`src/rtl/core/ptt_pkg.sv`:
```
// Shared types and constants of the periodic task timer table.
package ptt_pkg;

   localparam logic [1:0] OP_ADD      = 2'd0;
   localparam logic [1:0] OP_TICK     = 2'd1;
   localparam logic [1:0] OP_DISPATCH = 2'd2;
   localparam logic [1:0] OP_DELETE   = 2'd3;

   localparam logic [2:0] ST_DONE     = 3'd0;
   localparam logic [2:0] ST_FULL     = 3'd1;
   localparam logic [2:0] ST_BAD_SLOT = 3'd2;
   localparam logic [2:0] ST_RUN      = 3'd3;
   localparam logic [2:0] ST_NONE     = 3'd4;

   localparam logic [4:0] RESULT_LIMIT = 5'd16;
   localparam logic [7:0] PENDING_MAX  = 8'hFF;

   typedef struct packed {
      logic [1:0]  operation;
      logic [15:0] task_tag;
      logic [31:0] start_delay;
      logic [31:0] run_period;
      logic [3:0]  slot_index;
   } req_type;

   typedef struct packed {
      logic [2:0]  status;
      logic [15:0] run_tag;
      logic [3:0]  run_task_id;
      logic [4:0]  task_count;
      logic        last;
   } rsp_type;

   typedef struct packed {
      logic [15:0] tag;
      logic [3:0]  id;
      logic [31:0] delay;
      logic [31:0] period;
      logic [7:0]  pending;
   } slot_type;

   typedef struct packed {
      logic keep;
      logic emit;
   } upd_ctl_type;

endpackage

```
`src/rtl/core/periodic_task_timer_table_unit.sv`:
```
// Top level of the periodic task timer table: command control and table walk.
//
//   Channel  Ports                       Direction  Transaction
//   request  start, busy, req_data       in         taken when start and not busy
//   result   rsp_strobe, rsp_data        out        valid for one cycle per strobe
//
// Add and a rejected delete end on acceptance; the result follows on the next cycle.
// Tick and dispatch walk every occupied slot, and a delete the slots from its index
// up, one slot per cycle, through the registered RAM read; a walk of an empty table
// ends without reading a slot. The final result follows on the next cycle.
// Dispatch results appear during the walk, the final one at its end.
// Reset clears the occupancy count; slot contents are only read once written.
// The receiver cannot stall results, so busy alone paces the requester.
module periodic_task_timer_table_unit
   import ptt_pkg::*;
#(
   parameter int MAX_TASKS = 16
) (
   input  logic    clock,
   input  logic    reset,
   input  logic    start,
   output logic    busy,
   input  req_type req_data,
   output logic    rsp_strobe,
   output rsp_type rsp_data
);

   localparam int CW = $clog2(MAX_TASKS + 1);
   localparam int AW = (MAX_TASKS > 1) ? $clog2(MAX_TASKS) : 1;
   localparam int SW = $bits(slot_type);
   localparam logic [CW-1:0] MAX_COUNT = CW'(MAX_TASKS);

   typedef enum logic [1:0] {
      S_IDLE = 2'b01,
      S_WALK = 2'b10
   } state_type;

   state_type   state_ff, state_in;
   logic [CW-1:0] count_ff, count_in;
   logic [CW-1:0] rd_ptr_ff, rd_ptr_in;
   logic [CW-1:0] wr_ptr_ff, wr_ptr_in;
   logic [CW-1:0] del_ff, del_in;
   logic        dv_ff, dv_in;
   logic [4:0]  n_ff, n_in;
   logic        hold_vld_ff, hold_vld_in;
   rsp_type     hold_ff, hold_in;
   logic [3:0]  rm_id_ff, rm_id_in;
   logic [1:0]  op_ff, op_in;
   logic        rsp_strobe_ff, rsp_strobe_in;
   rsp_type     rsp_ff, rsp_in;

   logic          wr_en;
   logic [AW-1:0] wr_addr;
   slot_type      wr_slot;
   logic [SW-1:0] rd_bits;
   slot_type      rd_slot;
   slot_type      new_slot;
   upd_ctl_type   upd_ctl;
   logic          accept;
   logic [CW-1:0] del_now;
   logic [CW+3:0] idx_ext;
   logic [CW+3:0] count_ext;

   function automatic logic [4:0] to_count5(input logic [CW-1:0] v);
      logic [CW+4:0] ext;
      ext = {5'd0, v};
      return ext[4:0];
   endfunction

   function automatic logic [3:0] to_id4(input logic [CW-1:0] v);
      logic [CW+3:0] ext;
      ext = {4'd0, v};
      return ext[3:0];
   endfunction

   ptt_ram #(
      .WIDTH (SW),
      .DEPTH (MAX_TASKS)
   ) u_ram (
      .clock   (clock),
      .wr_en   (wr_en),
      .wr_addr (wr_addr),
      .wr_data (wr_slot),
      .rd_addr (rd_ptr_ff[AW-1:0]),
      .rd_data (rd_bits)
   );

   assign rd_slot = slot_type'(rd_bits);

   ptt_upd u_upd (
      .operation  (op_ff),
      .slot_in    (rd_slot),
      .limit_hit  (n_ff >= RESULT_LIMIT),
      .first_slot (del_ff == '0),
      .slot_out   (new_slot),
      .ctl        (upd_ctl)
   );

   assign busy      = (state_ff != S_IDLE);
   assign accept    = start && !busy;
   assign del_now   = upd_ctl.keep ? del_ff : del_ff + CW'(1);
   assign idx_ext   = {{CW{1'b0}}, req_data.slot_index};
   assign count_ext = {4'd0, count_ff};

   always_comb begin
      state_in      = state_ff;
      count_in      = count_ff;
      rd_ptr_in     = rd_ptr_ff;
      wr_ptr_in     = wr_ptr_ff;
      del_in        = del_ff;
      dv_in         = 1'b0;
      n_in          = n_ff;
      hold_vld_in   = hold_vld_ff;
      hold_in       = hold_ff;
      rm_id_in      = rm_id_ff;
      op_in         = op_ff;
      rsp_strobe_in = 1'b0;
      rsp_in        = rsp_ff;
      wr_en         = 1'b0;
      wr_addr       = wr_ptr_ff[AW-1:0];
      wr_slot       = new_slot;
      case (state_ff)
         S_IDLE: begin
            if (accept) begin
               op_in = req_data.operation;
               case (req_data.operation)
                  OP_ADD: begin
                     rsp_strobe_in = 1'b1;
                     if (count_ff < MAX_COUNT) begin
                        wr_en           = 1'b1;
                        wr_addr         = count_ff[AW-1:0];
                        wr_slot.tag     = req_data.task_tag;
                        wr_slot.id      = to_id4(count_ff);
                        wr_slot.delay   = req_data.start_delay;
                        wr_slot.period  = req_data.run_period;
                        wr_slot.pending = 8'd0;
                        count_in        = count_ff + CW'(1);
                        rsp_in = '{ST_DONE, 16'd0, to_id4(count_ff),
                                   to_count5(count_ff + CW'(1)), 1'b1};
                     end else begin
                        rsp_in = '{ST_FULL, 16'd0, 4'd0, to_count5(count_ff), 1'b1};
                     end
                  end
                  OP_DELETE: begin
                     if (idx_ext >= count_ext) begin
                        rsp_strobe_in = 1'b1;
                        rsp_in = '{ST_BAD_SLOT, 16'd0, 4'd0, to_count5(count_ff), 1'b1};
                     end else begin
                        state_in    = S_WALK;
                        rd_ptr_in   = idx_ext[CW-1:0];
                        wr_ptr_in   = idx_ext[CW-1:0];
                        del_in      = '0;
                        n_in        = 5'd0;
                        hold_vld_in = 1'b0;
                     end
                  end
                  default: begin
                     state_in    = S_WALK;
                     rd_ptr_in   = '0;
                     wr_ptr_in   = '0;
                     del_in      = '0;
                     n_in        = 5'd0;
                     hold_vld_in = 1'b0;
                  end
               endcase
            end
         end
         S_WALK: begin
            if (rd_ptr_ff < count_ff) begin
               dv_in     = 1'b1;
               rd_ptr_in = rd_ptr_ff + CW'(1);
            end
            if (dv_ff) begin
               del_in = del_now;
               if (upd_ctl.keep) begin
                  wr_en     = 1'b1;
                  wr_ptr_in = wr_ptr_ff + CW'(1);
               end else begin
                  rm_id_in = rd_slot.id;
               end
               if (upd_ctl.emit) begin
                  n_in        = n_ff + 5'd1;
                  hold_vld_in = 1'b1;
                  hold_in = '{ST_RUN, rd_slot.tag, rd_slot.id,
                              to_count5(count_ff - del_now), 1'b0};
                  if (hold_vld_ff) begin
                     rsp_strobe_in = 1'b1;
                     rsp_in        = hold_ff;
                  end
               end
            end else if (rd_ptr_ff >= count_ff) begin
               state_in      = S_IDLE;
               count_in      = count_ff - del_ff;
               rsp_strobe_in = 1'b1;
               hold_vld_in   = 1'b0;
               case (op_ff)
                  OP_DISPATCH: begin
                     if (hold_vld_ff) begin
                        rsp_in      = hold_ff;
                        rsp_in.last = 1'b1;
                     end else begin
                        rsp_in = '{ST_NONE, 16'd0, 4'd0, to_count5(count_ff), 1'b1};
                     end
                  end
                  OP_DELETE: begin
                     rsp_in = '{ST_DONE, 16'd0, rm_id_ff,
                                to_count5(count_ff - del_ff), 1'b1};
                  end
                  default: begin
                     rsp_in = '{ST_DONE, 16'd0, 4'd0, to_count5(count_ff), 1'b1};
                  end
               endcase
            end
         end
         default: begin
            state_in = S_IDLE;
         end
      endcase
   end

   always_ff @(posedge clock) begin
      if (reset) begin
         state_ff      <= S_IDLE;
         count_ff      <= '0;
         rd_ptr_ff     <= '0;
         wr_ptr_ff     <= '0;
         del_ff        <= '0;
         dv_ff         <= 1'b0;
         n_ff          <= 5'd0;
         hold_vld_ff   <= 1'b0;
         op_ff         <= OP_ADD;
         rsp_strobe_ff <= 1'b0;
      end else begin
         state_ff      <= state_in;
         count_ff      <= count_in;
         rd_ptr_ff     <= rd_ptr_in;
         wr_ptr_ff     <= wr_ptr_in;
         del_ff        <= del_in;
         dv_ff         <= dv_in;
         n_ff          <= n_in;
         hold_vld_ff   <= hold_vld_in;
         op_ff         <= op_in;
         rsp_strobe_ff <= rsp_strobe_in;
      end
      hold_ff  <= hold_in;
      rm_id_ff <= rm_id_in;
      rsp_ff   <= rsp_in;
   end

   assign rsp_strobe = rsp_strobe_ff;
   assign rsp_data   = rsp_ff;

   a_wr_behind_rd: assert property (@(posedge clock) disable iff (reset)
      (state_ff == S_WALK) |-> (wr_ptr_ff <= rd_ptr_ff))
      else $error("Walk write pointer passed the read pointer.");

   a_count_bound: assert property (@(posedge clock) disable iff (reset)
      count_ff <= MAX_COUNT)
      else $error("Occupancy count exceeds the table depth.");

   a_result_limit: assert property (@(posedge clock) disable iff (reset)
      n_ff <= RESULT_LIMIT)
      else $error("Dispatch produced more results than allowed.");

   a_data_in_walk: assert property (@(posedge clock) disable iff (reset)
      dv_ff |-> (state_ff == S_WALK))
      else $error("Slot read data arrived outside a walk.");

endmodule

```
`src/rtl/core/ptt_ram.sv`:
```
// Generic single-write, single-read synchronous RAM with registered read data.
module ptt_ram #(
   parameter int WIDTH = 8,
   parameter int DEPTH = 16
) (
   input  logic                                       clock,
   input  logic                                       wr_en,
   input  logic [((DEPTH > 1) ? $clog2(DEPTH) : 1)-1:0] wr_addr,
   input  logic [WIDTH-1:0]                           wr_data,
   input  logic [((DEPTH > 1) ? $clog2(DEPTH) : 1)-1:0] rd_addr,
   output logic [WIDTH-1:0]                           rd_data
);

   logic [WIDTH-1:0] mem_ff [DEPTH];
   logic [WIDTH-1:0] rd_data_ff;

   always_ff @(posedge clock) begin
      if (wr_en) begin
         mem_ff[wr_addr] <= wr_data;
      end
      rd_data_ff <= mem_ff[rd_addr];
   end

   assign rd_data = rd_data_ff;

endmodule

```
`src/rtl/core/ptt_upd.sv`:
```
// Per-slot update logic applied to each slot read during a table walk.
module ptt_upd
   import ptt_pkg::*;
(
   input  logic [1:0]  operation,
   input  slot_type    slot_in,
   input  logic        limit_hit,
   input  logic        first_slot,
   output slot_type    slot_out,
   output upd_ctl_type ctl
);

   always_comb begin
      slot_out = slot_in;
      ctl.keep = 1'b1;
      ctl.emit = 1'b0;
      case (operation)
         OP_TICK: begin
            if (slot_in.delay != 32'd0) begin
               slot_out.delay = slot_in.delay - 32'd1;
            end else begin
               slot_out.delay = slot_in.period;
               if (slot_in.pending != PENDING_MAX) begin
                  slot_out.pending = slot_in.pending + 8'd1;
               end
            end
         end
         OP_DISPATCH: begin
            if ((slot_in.pending != 8'd0) && !limit_hit) begin
               slot_out.pending = slot_in.pending - 8'd1;
               ctl.emit = 1'b1;
               ctl.keep = (slot_in.period != 32'd0);
            end
         end
         OP_DELETE: begin
            ctl.keep = !first_slot;
         end
         default: begin
         end
      endcase
   end

endmodule
```
`config.mk`:
```
export PLATFORM = sky130hd
export DESIGN_NAME = periodic_task_timer_table_unit
export DESIGN_NICKNAME = d
export VERILOG_FILES = /design/src/rtl/core/ptt_pkg.sv /design/src/rtl/core/periodic_task_timer_table_unit.sv /design/src/rtl/core/ptt_ram.sv /design/src/rtl/core/ptt_upd.sv
export SDC_FILE = /design/constraint.sdc
export NUM_CORES = 2
export LEC_CHECK = 0
export ABC_AREA = 0
export BUFFER_PORTS_ARGS = -buffer_cell sky130_fd_sc_hd__clkbuf_2
export CAP_MARGIN = 10
export CORE_ASPECT_RATIO = 1.75
export CORE_MARGIN = 1.5
export CORE_UTILIZATION = 56
export CTS_CLUSTER_DIAMETER = 100
export DETAILED_ROUTE_END_ITERATION = 10
export PLACE_DENSITY = 0.83
export SYNTH_ARGS = -nofsm -noshare
export SYNTH_HDL_FRONTEND = slang
export SYNTH_SLANG_ARGS = --single-unit
```
`constraint.sdc`:
```
create_clock -name clock -period 10.6 [get_ports clock]
set_input_delay 0.53 -clock clock [delete_from_list [all_inputs] [get_ports clock]]
set_output_delay 0.53 -clock clock [all_outputs]
set_load 0.02 [all_outputs]
```
==> metrics list <==
- Post-Syn Instances: 3133
- For the worst setup path, the data required time is 10.92 ns.
- Detailed placement HPWL: 88010 um
- Power spread over the standard cell area amounts to 200.0 nW/um^2.
* Placed Cells incl. Taps: 4638
- The worst setup path is launched from a register.
- All-layer global routing usage: 0.2904
- Once layout is complete, the cells apart from fillers number 4906.
- Dividing the detail-routed via count by the number of cells gives 6.955.
* Post-route fraction of the period consumed by the critical path: 0.5230
- Worst-path cell with the longest stage delay: a31oi_2
* Number of H-tree branching levels: 4
- Top library cells by usage in the layout, fill and taps aside: edfxtp_1 (1530), mux4_2 (460), nand2_1 (212), clkbuf_16 (149)
* Result of the run: completed
- For this run, asynchronously set or reset flops after synthesis account for 0.
* Most common flop cell mapped by yosys: edfxtp_1
- Area of combinational cells with multiple inputs: 15330 sq um
- Clock tree from TritonCTS: done
- Number of remaining DRC errors: 0
* Die W: 259.4 um
- Data arrival time of the critical path: 5.86 ns
* Slew Limit Headroom: 0.05190
- Buf+Inv Stages, Crit Path: 2
- After synthesis the netlist holds a flip-flop and latch count of 1653.
- Fill cells in the final layout number 7175.
* Clock insertion delay at the later pin of the skew report: 0.79 ns
- Register cell area after layout: 48420 sq um
- Via Count: 34120
* Buffer levels on the longest clock path: 3
- Post-CTS setup buffer count: 0
- CTS root buf: clkbuf_16
- The number of global-route vias before repair came to 34580.
- Count of instances resized after the clock tree is built: 0
* Leakage: 22.33 nW
- Starting density of the core: 0.5647
- Final sum of negative setup slack: 0 ns
* Area of the core: 114100 sq um
- Across the VDD grid, the largest voltage drop is 0.1728 mV.
- The floorplan step defined a die boundary enclosing 117200 sq um.
* Layout Utilization: 0.6284
- The worst setup path is captured at a register.
- Crit path max fanout: 59
* Clock sink count: 1653
- 120 I/O pins were placed.
- First-pass GRT wire length: 241900 um
- Count of warnings emitted by yosys: 0
- Dividing the detail-routed wire length by the instance count gives 34.11 um.
- The synthesized design contains 1530 enable-type register cells.
* Count of nets left with antenna violations after detail routing: 0
* Power, Total: 14.34 mW
- The worst path meets setup with 5.057 ns of slack.
- Traced cell by cell, the critical path runs through nor4_1 -> nand4_1 -> o21ai_0 -> nand3_1 -> a31oi_2 -> nor4_2 -> buf_4 -> buf_4.
- Largest stage delay on the critical path: 1.14 ns
- For this block, the routed nets add up to 167300 um of wire.
* Hold-fix buffers, CTS: 0
* Post-synth net total: 3260
- Count of input and output buffers: 119
* GP Congestion: 0.9597
- Area share of the largest cell type after synthesis: 0.7131
* Slew at the pin closest to its max-slew limit: 1.409 ns
- In the final design database the tool counted 3420 nets.
- Fin crit period: 5.543 ns
* Pre-antenna DRT Iters: 6
- Clock input transition at the sequential cells of the worst setup and hold paths: 0.07 ns
* Crit path max-delay family: simple AND/OR/NAND/NOR gates
* Synthesized area divided by synthesized cell count: 20.56 sq um
- Yosys mapped the design onto 81 distinct sky130hd cell types.
- Post-route clock skew: 0.04775 ns
- After synthesis the cells add up to 64430 sq um.
* Aggregate global routing overflow: 0
- After floorplanning, the core was divided into 164 placement rows.
* Tightest Hold Check Type: in -> reg
- Synth-to-Final Area Change: 11.29%
- Based on the critical path, the design can be clocked at up to 180.4 MHz.
* Synth area leaders: edfxtp_1 (71%), mux4_2 (16%), dfxtp_1 (3.8%), nand2_1 (1.2%), clkbuf_1 (0.80%)
- From bottom edge to top edge, the die measures 451.7 um.
- In this run, the number of DRC markers left after iteration 0 of detailed routing was 4915.
- Post-synthesis cell type with the largest combined area: edfxtp_1
* Final setup violation count: 0
* Max-capacitance violation count: 0
- The number of antenna violations at the first check in global routing was 6.
- Leading cell type in the layout, fill and taps excluded: edfxtp_1
- The critical path in this run is classified as reg -> reg.
- Setup slack at placement: 5.643 ns
- Entering global routing, the biggest net connects 139 pins.
* Unrepaired setup endpoints after global routing: false
- The count of final max-slew check failures came to 0.
* Final Hold Violating Endpoints: 0
* TritonCTS buffer count: 140
- For this run, the register share of the synthesized area comes to 0.7513.
* Cell mode on critical path: buf_4
- Layout cell share with drive strength beyond 1: 0.2726
routing by layer:
| layer | routed length [um] | share of wire | GRT usage |
|---|---|---|---|
| met3 | 17430 | 0.10 | 0.06592 |
| met1 | 55150 | 0.33 | 0.3552 |
| met5 | 27 | 0.00016 | 0 |
| met4 | 9803 | 0.059 | 0.1521 |
| met2 | 84910 | 0.51 | 0.4840 |
layout make-up:
type,count,share of cell area
diodes,4,0.0001396
well taps,1494,0.02607
clock inverters,83,0.01122
multi-input cells,1267,0.2139
clock buffers,174,0.05429
repair buffers,189,0.01686
inverters,42,0.002199
flip-flops and latches,1653,0.6753
stage by stage:
stage               hold WS, ns  instance area, sq um
floorplan                0.4081                 64430
global placement         0.4146                 66910
detailed placement       0.4130                 66920
CTS                     0.06615                 71620
global route             0.1270                 71690
finish                   0.1025                 71700
path summary, 6_finish.rpt:
kind                                   startpoint  cells after the start  slack (ns)                  end
worst max register to register  u_ram.rd_data[37]                      8        5.06  u_ram.mem_ff[7][68]
worst max-delay path            u_ram.rd_data[37]                      8        5.06  u_ram.mem_ff[7][68]
worst min register to register  u_ram.rd_data[86]                      0        0.43          hold_ff[20]
worst min-delay path                  req_data[0]                      3        0.10         rd_ptr_ff[0]
flip-flops by register name (all words and copies together), names as in the netlist, 2 cells and up:
signal	flops
rm_id_ff	4
u_ram.mem_ff	1472
rsp_data	29
count_ff	5
n_ff	5
op_ff	2
del_ff	5
u_ram.rd_data	92
state_ff	2
hold_ff	25
rd_ptr_ff	5
wr_ptr_ff	4
report_power, final:
group / total [mW] / leakage (nW) / switching [mW] / internal, mW
Combinational: 1.29 / 5.24 / 0.864 / 0.426
Sequential: 7.75 / 14.8 / 0.173 / 7.58
Clock: 5.30 / 2.28 / 2.39 / 2.91
Total: 14.3 / 22.3 / 3.43 / 10.9
cells by family after synthesis:
kind of cell             share of synthesized area
AND/OR/NAND/NOR                            0.03639
XOR/XNOR                                  0.003127
adder cells (fa/ha/maj)                   0.007613
AO/OA/AOI/OAI                              0.02542
buffers and inverters                      0.01288
flip-flops                                  0.7513
multiplexers                                0.1632
Yosys cell counts (all sizes together), types with 31 or more instances:
library cell	count
inv	41
o21ai	58
nor4	38
buf	34
edfxtp	1530
ha	36
dfxtp	123
nor2	79
mux4	460
clkbuf	137
nand2	212
nand3	31
a21oi	51
tightest hold or removal path, cell delays in order:
cell	delay (ns)
clkbuf_2	0.14
nand2_1	0.08
a311oi_1	0.08
No activity file was read; power rests on OpenSTA's default activity.
